<file path="src/hw/rtl/iea_pkg.sv">
package iea_pkg;

    // Width of the sequence, pending and peak counters
    localparam int unsigned CNT_W  = 32;
    localparam int unsigned OUT_W  = 32;
    localparam int unsigned TIME_W = 32;
    localparam int unsigned N_KIND = 3;

    typedef logic [CNT_W-1:0]  t_cnt;
    typedef logic [OUT_W-1:0]  t_out;
    typedef logic [TIME_W-1:0] t_time;

    // Input operation codes
    typedef enum logic [1:0] {
        OP_AL    = 2'd0,
        OP_SYNC0 = 2'd1,
        OP_SYNC1 = 2'd2,
        OP_SNAP  = 2'd3
    } t_op;

    // One result word
    typedef struct packed {
        logic  wake_request;
        logic  any_pending;
        t_out  pending_peak;
        t_out  al_pend;
        t_out  sync0_pend;
        t_out  sync1_pend;
        t_out  al_seq;
        t_out  sync0_seq;
        t_out  sync1_seq;
        t_time al_time;
        t_time sync0_time;
        t_time sync1_time;
    } t_result;

    // Low OUT_W bits of a counter, zero-extended if the counter is narrower
    function automatic t_out cnt_to_out(input t_cnt v);
        logic [CNT_W+OUT_W-1:0] ext;
        ext = {{OUT_W{1'b0}}, v};
        return ext[OUT_W-1:0];
    endfunction

endpackage

</file>
<file path="src/hw/rtl/iea_in_if.sv">
interface iea_in_if import iea_pkg::*; ();
    logic  valid;
    logic  ready;
    logic  [1:0] op;
    t_time event_time;

    modport source (output valid, output op, output event_time, input ready);
    modport sink   (input valid, input op, input event_time, output ready);
endinterface

</file>
<file path="src/hw/rtl/iea_out_if.sv">
interface iea_out_if import iea_pkg::*; ();
    logic  valid;
    logic  ready;
    logic  wake_request;
    logic  any_pending;
    t_out  pending_peak;
    t_out  al_pend;
    t_out  sync0_pend;
    t_out  sync1_pend;
    t_out  al_seq;
    t_out  sync0_seq;
    t_out  sync1_seq;
    t_time al_time;
    t_time sync0_time;
    t_time sync1_time;

    modport source (
        output valid, output wake_request, output any_pending, output pending_peak,
        output al_pend, output sync0_pend, output sync1_pend,
        output al_seq, output sync0_seq, output sync1_seq,
        output al_time, output sync0_time, output sync1_time,
        input ready
    );
    modport sink (
        input valid, input wake_request, input any_pending, input pending_peak,
        input al_pend, input sync0_pend, input sync1_pend,
        input al_seq, input sync0_seq, input sync1_seq,
        input al_time, input sync0_time, input sync1_time,
        output ready
    );
endinterface

</file>
<file path="src/hw/rtl/interrupt_event_aggregator.sv">
// Each accepted word's result is registered. Throughput: one word per cycle while the
// skid entry is free; the state update for a word is increments of count and sequence,
// a three-way counter sum and a peak compare, all done in the accept cycle. A two-entry
// output stage (result register plus skid) keeps input ready while one result waits.
// Reset (i_rst_n, synchronous, active low) zeroes all counters, sequence numbers,
// timestamps, the peak and the wake flag, and empties the output stage.
module interrupt_event_aggregator import iea_pkg::*; (
    input  logic          i_clk,
    input  logic          i_rst_n,
    iea_in_if.sink        i_evt,
    iea_out_if.source     o_res
);

    // ---------------------------------------------------------------
    // Aggregation state
    // ---------------------------------------------------------------
    t_cnt  r_gseq;
    t_cnt  r_cnt  [N_KIND];
    t_cnt  r_seq  [N_KIND];
    t_time r_time [N_KIND];
    t_cnt  r_peak;
    logic  r_wake_q;

    t_cnt  n_gseq;
    t_cnt  n_cnt  [N_KIND];
    t_cnt  n_seq  [N_KIND];
    t_time n_time [N_KIND];
    t_cnt  n_peak;
    logic  n_wake_q;

    // ---------------------------------------------------------------
    // Output stage: result register and skid entry
    // ---------------------------------------------------------------
    t_result r_out;
    logic    r_out_vld;
    t_result r_skid;
    logic    r_skid_vld;

    t_result new_res;
    t_cnt    ev_cnt [N_KIND];   // counts after the increment
    t_cnt    total;
    logic    accept;
    logic    take;
    logic    is_snap;
    logic    is_ev;
    logic    wake;
    logic    any;

    // Input is taken whenever the skid entry is free
    assign i_evt.ready = !r_skid_vld;
    assign accept      = i_evt.valid && !r_skid_vld;
    assign take        = r_out_vld && o_res.ready;
    assign is_snap     = (i_evt.op == OP_SNAP);
    assign is_ev       = accept && !is_snap;

    // ---------------------------------------------------------------
    // Next-state logic for one word
    // ---------------------------------------------------------------
    always_comb begin
        n_gseq   = r_gseq;
        n_peak   = r_peak;
        n_wake_q = r_wake_q;
        for (int k = 0; k < N_KIND; k++) begin
            ev_cnt[k] = r_cnt[k];
            n_cnt[k]  = r_cnt[k];
            n_seq[k]  = r_seq[k];
            n_time[k] = r_time[k];
        end

        // Sequence advances before it is stamped on the event kind
        if (is_ev) begin
            for (int k = 0; k < N_KIND; k++) begin
                if (i_evt.op == 2'(k)) begin
                    ev_cnt[k] = r_cnt[k] + CNT_W'(1);
                    n_seq[k]  = r_gseq + CNT_W'(1);
                    n_time[k] = i_evt.event_time;
                end
            end
        end

        // Counter sum wraps at the counter width
        total = ev_cnt[0] + ev_cnt[1] + ev_cnt[2];
        wake  = !is_snap && !r_wake_q;
        any   = (r_cnt[0] != '0) || (r_cnt[1] != '0) || (r_cnt[2] != '0);

        if (accept) begin
            if (is_snap) begin
                // Snapshot: report, then clear counts and the wake flag
                for (int k = 0; k < N_KIND; k++) begin
                    n_cnt[k] = '0;
                end
                n_wake_q = 1'b0;
            end else begin
                n_gseq = r_gseq + CNT_W'(1);
                for (int k = 0; k < N_KIND; k++) begin
                    n_cnt[k] = ev_cnt[k];
                end
                if (total > r_peak) begin
                    n_peak = total;
                end
                n_wake_q = 1'b1;
            end
        end
    end

    // Result word: event reports post-update values, snapshot pre-clear counts
    always_comb begin
        new_res              = '0;
        new_res.wake_request = wake;
        new_res.any_pending  = is_snap && any;
        new_res.pending_peak = cnt_to_out((!is_snap && total > r_peak) ? total : r_peak);
        new_res.al_pend      = cnt_to_out(ev_cnt[0]);
        new_res.sync0_pend   = cnt_to_out(ev_cnt[1]);
        new_res.sync1_pend   = cnt_to_out(ev_cnt[2]);
        new_res.al_seq       = cnt_to_out(n_seq[0]);
        new_res.sync0_seq    = cnt_to_out(n_seq[1]);
        new_res.sync1_seq    = cnt_to_out(n_seq[2]);
        new_res.al_time      = n_time[0];
        new_res.sync0_time   = n_time[1];
        new_res.sync1_time   = n_time[2];
    end

    always_ff @(posedge i_clk) begin
        if (!i_rst_n) begin
            r_gseq   <= '0;
            r_peak   <= '0;
            r_wake_q <= 1'b0;
            for (int k = 0; k < N_KIND; k++) begin
                r_cnt[k]  <= '0;
                r_seq[k]  <= '0;
                r_time[k] <= '0;
            end
        end else begin
            r_gseq   <= n_gseq;
            r_peak   <= n_peak;
            r_wake_q <= n_wake_q;
            for (int k = 0; k < N_KIND; k++) begin
                r_cnt[k]  <= n_cnt[k];
                r_seq[k]  <= n_seq[k];
                r_time[k] <= n_time[k];
            end
        end
    end

    // ---------------------------------------------------------------
    // Output stage control
    // ---------------------------------------------------------------
    always_ff @(posedge i_clk) begin
        if (!i_rst_n) begin
            r_out_vld  <= 1'b0;
            r_skid_vld <= 1'b0;
        end else begin
            if (take) begin
                if (r_skid_vld) begin
                    r_out_vld  <= 1'b1;
                    r_skid_vld <= 1'b0;
                end else begin
                    r_out_vld  <= accept;
                end
            end else if (accept) begin
                if (r_out_vld) begin
                    r_skid_vld <= 1'b1;
                end else begin
                    r_out_vld  <= 1'b1;
                end
            end
        end
    end

    // Payload registers, no reset needed
    always_ff @(posedge i_clk) begin
        if (take && r_skid_vld) begin
            r_out <= r_skid;
        end else if (accept && (take || !r_out_vld)) begin
            r_out <= new_res;
        end
        if (accept && r_out_vld && !take) begin
            r_skid <= new_res;
        end
    end

    assign o_res.valid        = r_out_vld;
    assign o_res.wake_request = r_out.wake_request;
    assign o_res.any_pending  = r_out.any_pending;
    assign o_res.pending_peak = r_out.pending_peak;
    assign o_res.al_pend      = r_out.al_pend;
    assign o_res.sync0_pend   = r_out.sync0_pend;
    assign o_res.sync1_pend   = r_out.sync1_pend;
    assign o_res.al_seq       = r_out.al_seq;
    assign o_res.sync0_seq    = r_out.sync0_seq;
    assign o_res.sync1_seq    = r_out.sync1_seq;
    assign o_res.al_time      = r_out.al_time;
    assign o_res.sync0_time   = r_out.sync0_time;
    assign o_res.sync1_time   = r_out.sync1_time;

`ifndef NO_ASSERTIONS
    // Skid entry only fills behind a held result
    a_skid_behind_out: assert property (@(posedge i_clk) disable iff (!i_rst_n)
        r_skid_vld |-> r_out_vld)
        else $error("skid entry valid with empty result register");

    // A word is either an event or a snapshot, never both flags
    a_flags_exclusive: assert property (@(posedge i_clk) disable iff (!i_rst_n)
        r_out_vld |-> !(r_out.wake_request && r_out.any_pending))
        else $error("wake and any_pending both set");

    // Every event leaves the wake flag set and advances the sequence by one
    a_event_update: assert property (@(posedge i_clk) disable iff (!i_rst_n)
        is_ev |=> (r_wake_q && r_gseq == $past(r_gseq) + CNT_W'(1)))
        else $error("event did not set wake or advance sequence");

    // Snapshot clears every count and the wake flag
    a_snap_clears: assert property (@(posedge i_clk) disable iff (!i_rst_n)
        (accept && is_snap) |=>
            (!r_wake_q && r_cnt[0] == '0 && r_cnt[1] == '0 && r_cnt[2] == '0))
        else $error("snapshot did not clear state");
`endif

endmodule

</file>
<file path="src/flat_wrapper.sv">
// flat-port wrapper written by rule: the top's interface ports become plain ports
module interrupt_event_aggregator_flat import iea_pkg::*;
  (i_clk, i_rst_n, i_evt_valid, i_evt_op, i_evt_event_time, i_evt_ready, o_res_valid, o_res_wake_request, o_res_any_pending, o_res_pending_peak, o_res_al_pend, o_res_sync0_pend, o_res_sync1_pend, o_res_al_seq, o_res_sync0_seq, o_res_sync1_seq, o_res_al_time, o_res_sync0_time, o_res_sync1_time, o_res_ready);
  iea_in_if i_evt_i ();
  iea_out_if o_res_i ();
  input  logic i_clk;
  input  logic i_rst_n;
  input wire logic [$bits(i_evt_i.valid)-1:0] i_evt_valid;
  input wire logic [$bits(i_evt_i.op)-1:0] i_evt_op;
  input wire logic [$bits(i_evt_i.event_time)-1:0] i_evt_event_time;
  output wire logic [$bits(i_evt_i.ready)-1:0] i_evt_ready;
  output wire logic [$bits(o_res_i.valid)-1:0] o_res_valid;
  output wire logic [$bits(o_res_i.wake_request)-1:0] o_res_wake_request;
  output wire logic [$bits(o_res_i.any_pending)-1:0] o_res_any_pending;
  output wire logic [$bits(o_res_i.pending_peak)-1:0] o_res_pending_peak;
  output wire logic [$bits(o_res_i.al_pend)-1:0] o_res_al_pend;
  output wire logic [$bits(o_res_i.sync0_pend)-1:0] o_res_sync0_pend;
  output wire logic [$bits(o_res_i.sync1_pend)-1:0] o_res_sync1_pend;
  output wire logic [$bits(o_res_i.al_seq)-1:0] o_res_al_seq;
  output wire logic [$bits(o_res_i.sync0_seq)-1:0] o_res_sync0_seq;
  output wire logic [$bits(o_res_i.sync1_seq)-1:0] o_res_sync1_seq;
  output wire logic [$bits(o_res_i.al_time)-1:0] o_res_al_time;
  output wire logic [$bits(o_res_i.sync0_time)-1:0] o_res_sync0_time;
  output wire logic [$bits(o_res_i.sync1_time)-1:0] o_res_sync1_time;
  input wire logic [$bits(o_res_i.ready)-1:0] o_res_ready;
  assign i_evt_i.valid = i_evt_valid;
  assign i_evt_i.op = i_evt_op;
  assign i_evt_i.event_time = i_evt_event_time;
  assign i_evt_ready = i_evt_i.ready;
  assign o_res_valid = o_res_i.valid;
  assign o_res_wake_request = o_res_i.wake_request;
  assign o_res_any_pending = o_res_i.any_pending;
  assign o_res_pending_peak = o_res_i.pending_peak;
  assign o_res_al_pend = o_res_i.al_pend;
  assign o_res_sync0_pend = o_res_i.sync0_pend;
  assign o_res_sync1_pend = o_res_i.sync1_pend;
  assign o_res_al_seq = o_res_i.al_seq;
  assign o_res_sync0_seq = o_res_i.sync0_seq;
  assign o_res_sync1_seq = o_res_i.sync1_seq;
  assign o_res_al_time = o_res_i.al_time;
  assign o_res_sync0_time = o_res_i.sync0_time;
  assign o_res_sync1_time = o_res_i.sync1_time;
  assign o_res_i.ready = o_res_ready;
  interrupt_event_aggregator u_core (.i_clk(i_clk), .i_rst_n(i_rst_n), .i_evt(i_evt_i), .o_res(o_res_i));
endmodule
</file>
<file path="config.mk">
export PLATFORM = sky130hd
export DESIGN_NAME = interrupt_event_aggregator_flat
export DESIGN_NICKNAME = d
export VERILOG_FILES = /design/src/hw/rtl/iea_pkg.sv /design/src/hw/rtl/iea_in_if.sv /design/src/hw/rtl/iea_out_if.sv /design/src/hw/rtl/interrupt_event_aggregator.sv /design/src/flat_wrapper.sv
export SDC_FILE = /design/constraint.sdc
export NUM_CORES = 2
export LEC_CHECK = 0
export BUFFER_PORTS_ARGS = -buffer_cell sky130_fd_sc_hd__buf_2
export CAP_MARGIN = 20
export CORE_MARGIN = 5
export CORE_UTILIZATION = 40
export CTS_BUF_LIST = sky130_fd_sc_hd__clkbuf_4
export DETAILED_ROUTE_END_ITERATION = 6
export GPL_ROUTABILITY_DRIVEN = 1
export PLACE_DENSITY = 0.61
export SETUP_SLACK_MARGIN = 0.15
export SLEW_MARGIN = 20
export SYNTH_ARGS = -nofsm -noshare
export SYNTH_HDL_FRONTEND = slang
export SYNTH_SLANG_ARGS = --single-unit
</file>
<file path="constraint.sdc">
create_clock -name i_clk -period 45.6 [get_ports i_clk]
set_clock_uncertainty 0.1 [all_clocks]
set_input_delay 9.12 -clock i_clk [delete_from_list [all_inputs] [get_ports i_clk]]
set_output_delay 9.12 -clock i_clk [all_outputs]
set_load 0.005 [all_outputs]
</file>
==> impl_metrics.toml <==
[yosys]
syn_area_um2 = 43540
synth_ff_type = "edfxtp_1"
synth_edf_count = 644
yosys-top-cells-area = "edfxtp_1, dfxtp_1, nor2_1, nor2b_1, mux2i_1"
ys_types = 65
synth_area_leader_cell = "edfxtp_1"
syn_nets = 4125
synth_top_cell_area_share = 0.4442
synth-seq-cells = 999
async_reset_ff_frac = 0
synth_cells = 3986
syn_area_per_cell_um2 = 10.92
ys_warn_count = 0
ys_seq_area_frac = 0.6074

[critical_path]
cp-start-kind = "input port"
r2r_slack_ns = 36.53
crit_start = "i_evt_op[1]"
r2r-start = "u_core.r_skid_vld"
worstPathArrival_ns = 17.98
reg2reg_depth = 26
slowest_stage = "and4bb_4"
crit_path_end = "u_core.r_peak[22]"
critPathKind = "input port to flip-flop"
regToRegEndpoint = "u_core.r_peak[22]"
crit_fanout = 47
cpPeakStageDelay_ns = 0.96
critPathCaptureType = "flip-flop"
cp.required_ns = 46.46

[final_layout]
drive_gt1_frac = 0.2039
fill_cells = 10260
area_growth_pct = 15.70
final_util = 0.4641
nets = 4580

[timing]
fin_setup_tns_ns = 0
fmax_mhz = 58.41
worst_pin_slew_ns = 1.225
holdWs_ns = 0.3706
rsz0062_at_grt = "false"
period_needed_ns = 17.12
slew_viol_final = 0
post-route-period-util = 0.3755
slew_headroom = 0.1772
hold_viol_final = 0
setup_viol_count_final = 0

[place]
place_congestion = 0.9318
portBuffers = 361
dp_hpwl_mm = 79.31

[global_route]
grt_pass1_wl_mm = 180.9
grt_use_met3 = 0.07474
grt.overflow.total = 0
busiest_layer = "met2"
grt_max_degree = 182
grt_pass1_vias = 29790
antenna_found_initial = 18
grt_usage = 0.2023
use_met2 = 0.3048
grt.met1_usage = 0.2728

[clocking]
cts-root-buf = "clkbuf_4"
worstSkewPairLatency_ns = 1.13
ctsResizeCount = 0
clk_pin_slew_ns = 0.06
clock_sinks = 999
cts_tree = "yes"
cts_inserted_buffers = 290
cts_hold_buf = 0
postCtsSetupBuffers = 0
htreeDepth = 5
clock_path_buffers = 4

[power_and_ir_drop]
leakage_nw = 20.83
p_per_area_nw_per_um2 = 39.67
peakVddDrop_mv = 0.02077
power.total_mw = 1.998

[floorplan]
die_area_um2 = 115500
die_x_um = 339.9
dieHeight_um = 339.9
num_io_pins = 362
initial_utilization = 0.4011
rows = 121
coreArea_um2 = 108600

[detailed_routing]
vias = 30610
post_drt_wl_per_cell_um = 19.75
finalWirelength_mm = 120.1
dr.pass1.iters = 5
viasPerCell = 5.033
antenna_left = 0
drt_iter0_markers = 2350
drc = 0

[outcome]
outcome = "complete, no violations"

[job]
max_cap_viol_count = 0

[min_path]
hold_class = "flip-flop to flip-flop"
==> state kept, by name (all words and copies together), names as in the netlist <==
signal	count
u_core.o_res.sync1_time	32
u_core.r_time	96
u_core.o_res.any_pending	1
u_core.o_res.sync1_seq	32
u_core.r_gseq	32
u_core.r_cnt	96
u_core.r_skid_vld	1
u_core.r_wake_q	1
u_core.o_res.al_pend	32
u_core.o_res.sync1_pend	32
u_core.r_skid	322
u_core.o_res.sync0_pend	32
u_core.r_peak	32
u_core.o_res.sync0_seq	32
u_core.r_seq	96
u_core.o_res.sync0_time	32
u_core.o_res.pending_peak	32
u_core.o_res.valid	1
u_core.o_res.al_seq	32
u_core.o_res.wake_request	1
u_core.o_res.al_time	32
==> report_power, final <==
| group | leakage [nW] | switching (mW) | internal (mW) |
|---|---|---|---|
| Sequential | 8.96 | 0.0125 | 1.00 |
| Clock | 2.25 | 0.378 | 0.472 |
| Combinational | 9.62 | 0.0874 | 0.0453 |
| Total | 20.8 | 0.478 | 1.52 |
==> worst max-delay path: cells and delay by family <==
family,cells,cell delay (ns)
xor gates and xnor gates,2,0.87
AOI/OAI and AO/OA,6,1.53
muxes,1,0.25
adders and majority gates,3,1.30
buffers and inverters,4,1.00
and+or+nand+nor,12,3.85
==> area by class of cell <==
class                   count  area, µm²  share of cell area
well taps                1414       1769             0.03512
inverters                 272       1021             0.02027
multi-input cells        2483      15270              0.3032
flip-flops and latches    999      26450              0.5249
clock inverters            45      261.5            0.005191
diodes                     12      30.03           0.0005961
clock buffers             461       3461             0.06870
repair buffers            395       2116             0.04200
==> worst min path at each step <==
stage                     from         endpoint  cells past startpoint
4_1_cts        u_core.r_wake_q  u_core.r_wake_q                      2
5_1_grt        u_core.r_wake_q  u_core.r_wake_q                      2
3_3_place_gp   u_core.r_wake_q  u_core.r_wake_q                      2
3_5_place_dp   u_core.r_wake_q  u_core.r_wake_q                      2
6_report       u_core.r_wake_q  u_core.r_wake_q                      2
2_1_floorplan  u_core.r_wake_q  u_core.r_wake_q                      2
==> stage by stage <==
stage / setup WS (ns) / cells / instance area [µm²]
after floorplan: 18.87 / 3986 / 43540
after global placement: 27.68 / 5562 / 46600
after detailed placement: 27.54 / 5562 / 46600
after CTS: 28.73 / 6068 / 50320
after global routing: 27.78 / 6074 / 50360
final: 28.48 / 6081 / 50380
==> layer usage <==
metal  part of all wire  wire, µm
met2               0.44     53000
met3              0.095     11450
met1               0.44     52960
met5            0.00087       104
met4              0.021      2567
==> cells in the mapped netlist (14+ instances only) <==
cell,n
xor2_1,59
and4_1,14
and2_1,81
nor3_1,35
nor4_1,30
fa_1,32
clkbuf_1,202
ha_1,69
and3_1,24
a31oi_1,15
nand3_1,60
mux2_2,51
a21boi_0,22
dfxtp_1,355
a21oi_1,240
a22oi_1,48
or3_1,18
mux2i_1,138
nand2_1,326
xnor2_1,109
buf_1,24
nand4_1,58
o21ai_0,197
nor2b_1,252
inv_1,272
nor2_1,502
edfxtp_1,644
==> logic make-up after synthesis <==
logic type,synth area share
buf+inv,0.04377
mux,0.04526
fa+ha+maj,0.03454
flops,0.6074
compound gates,0.07733
simple gates,0.1567
xor+xnor,0.03506
==> cell usage in the layout (no fill, tap or decap), drive strengths merged, types with 12 or more instances in the layout <==
master	count
mux2	52
nor2	502
a31oi	15
a22oi	48
edfxtp	644
or3	18
dfxtp	355
buf	394
clkinv	34
xor2	59
fa	32
nand4	58
o21ai	198
clkbuf	462
nand3	60
diode	12
and3	24
and4	14
xnor2	111
nor2b	252
nor4	31
o21a	13
nor3	35
mux2i	138
a21oi	240
inv	278
nand2	326
a21boi	22
ha	69
and2	81
Power figures use the tool's default switching activity.
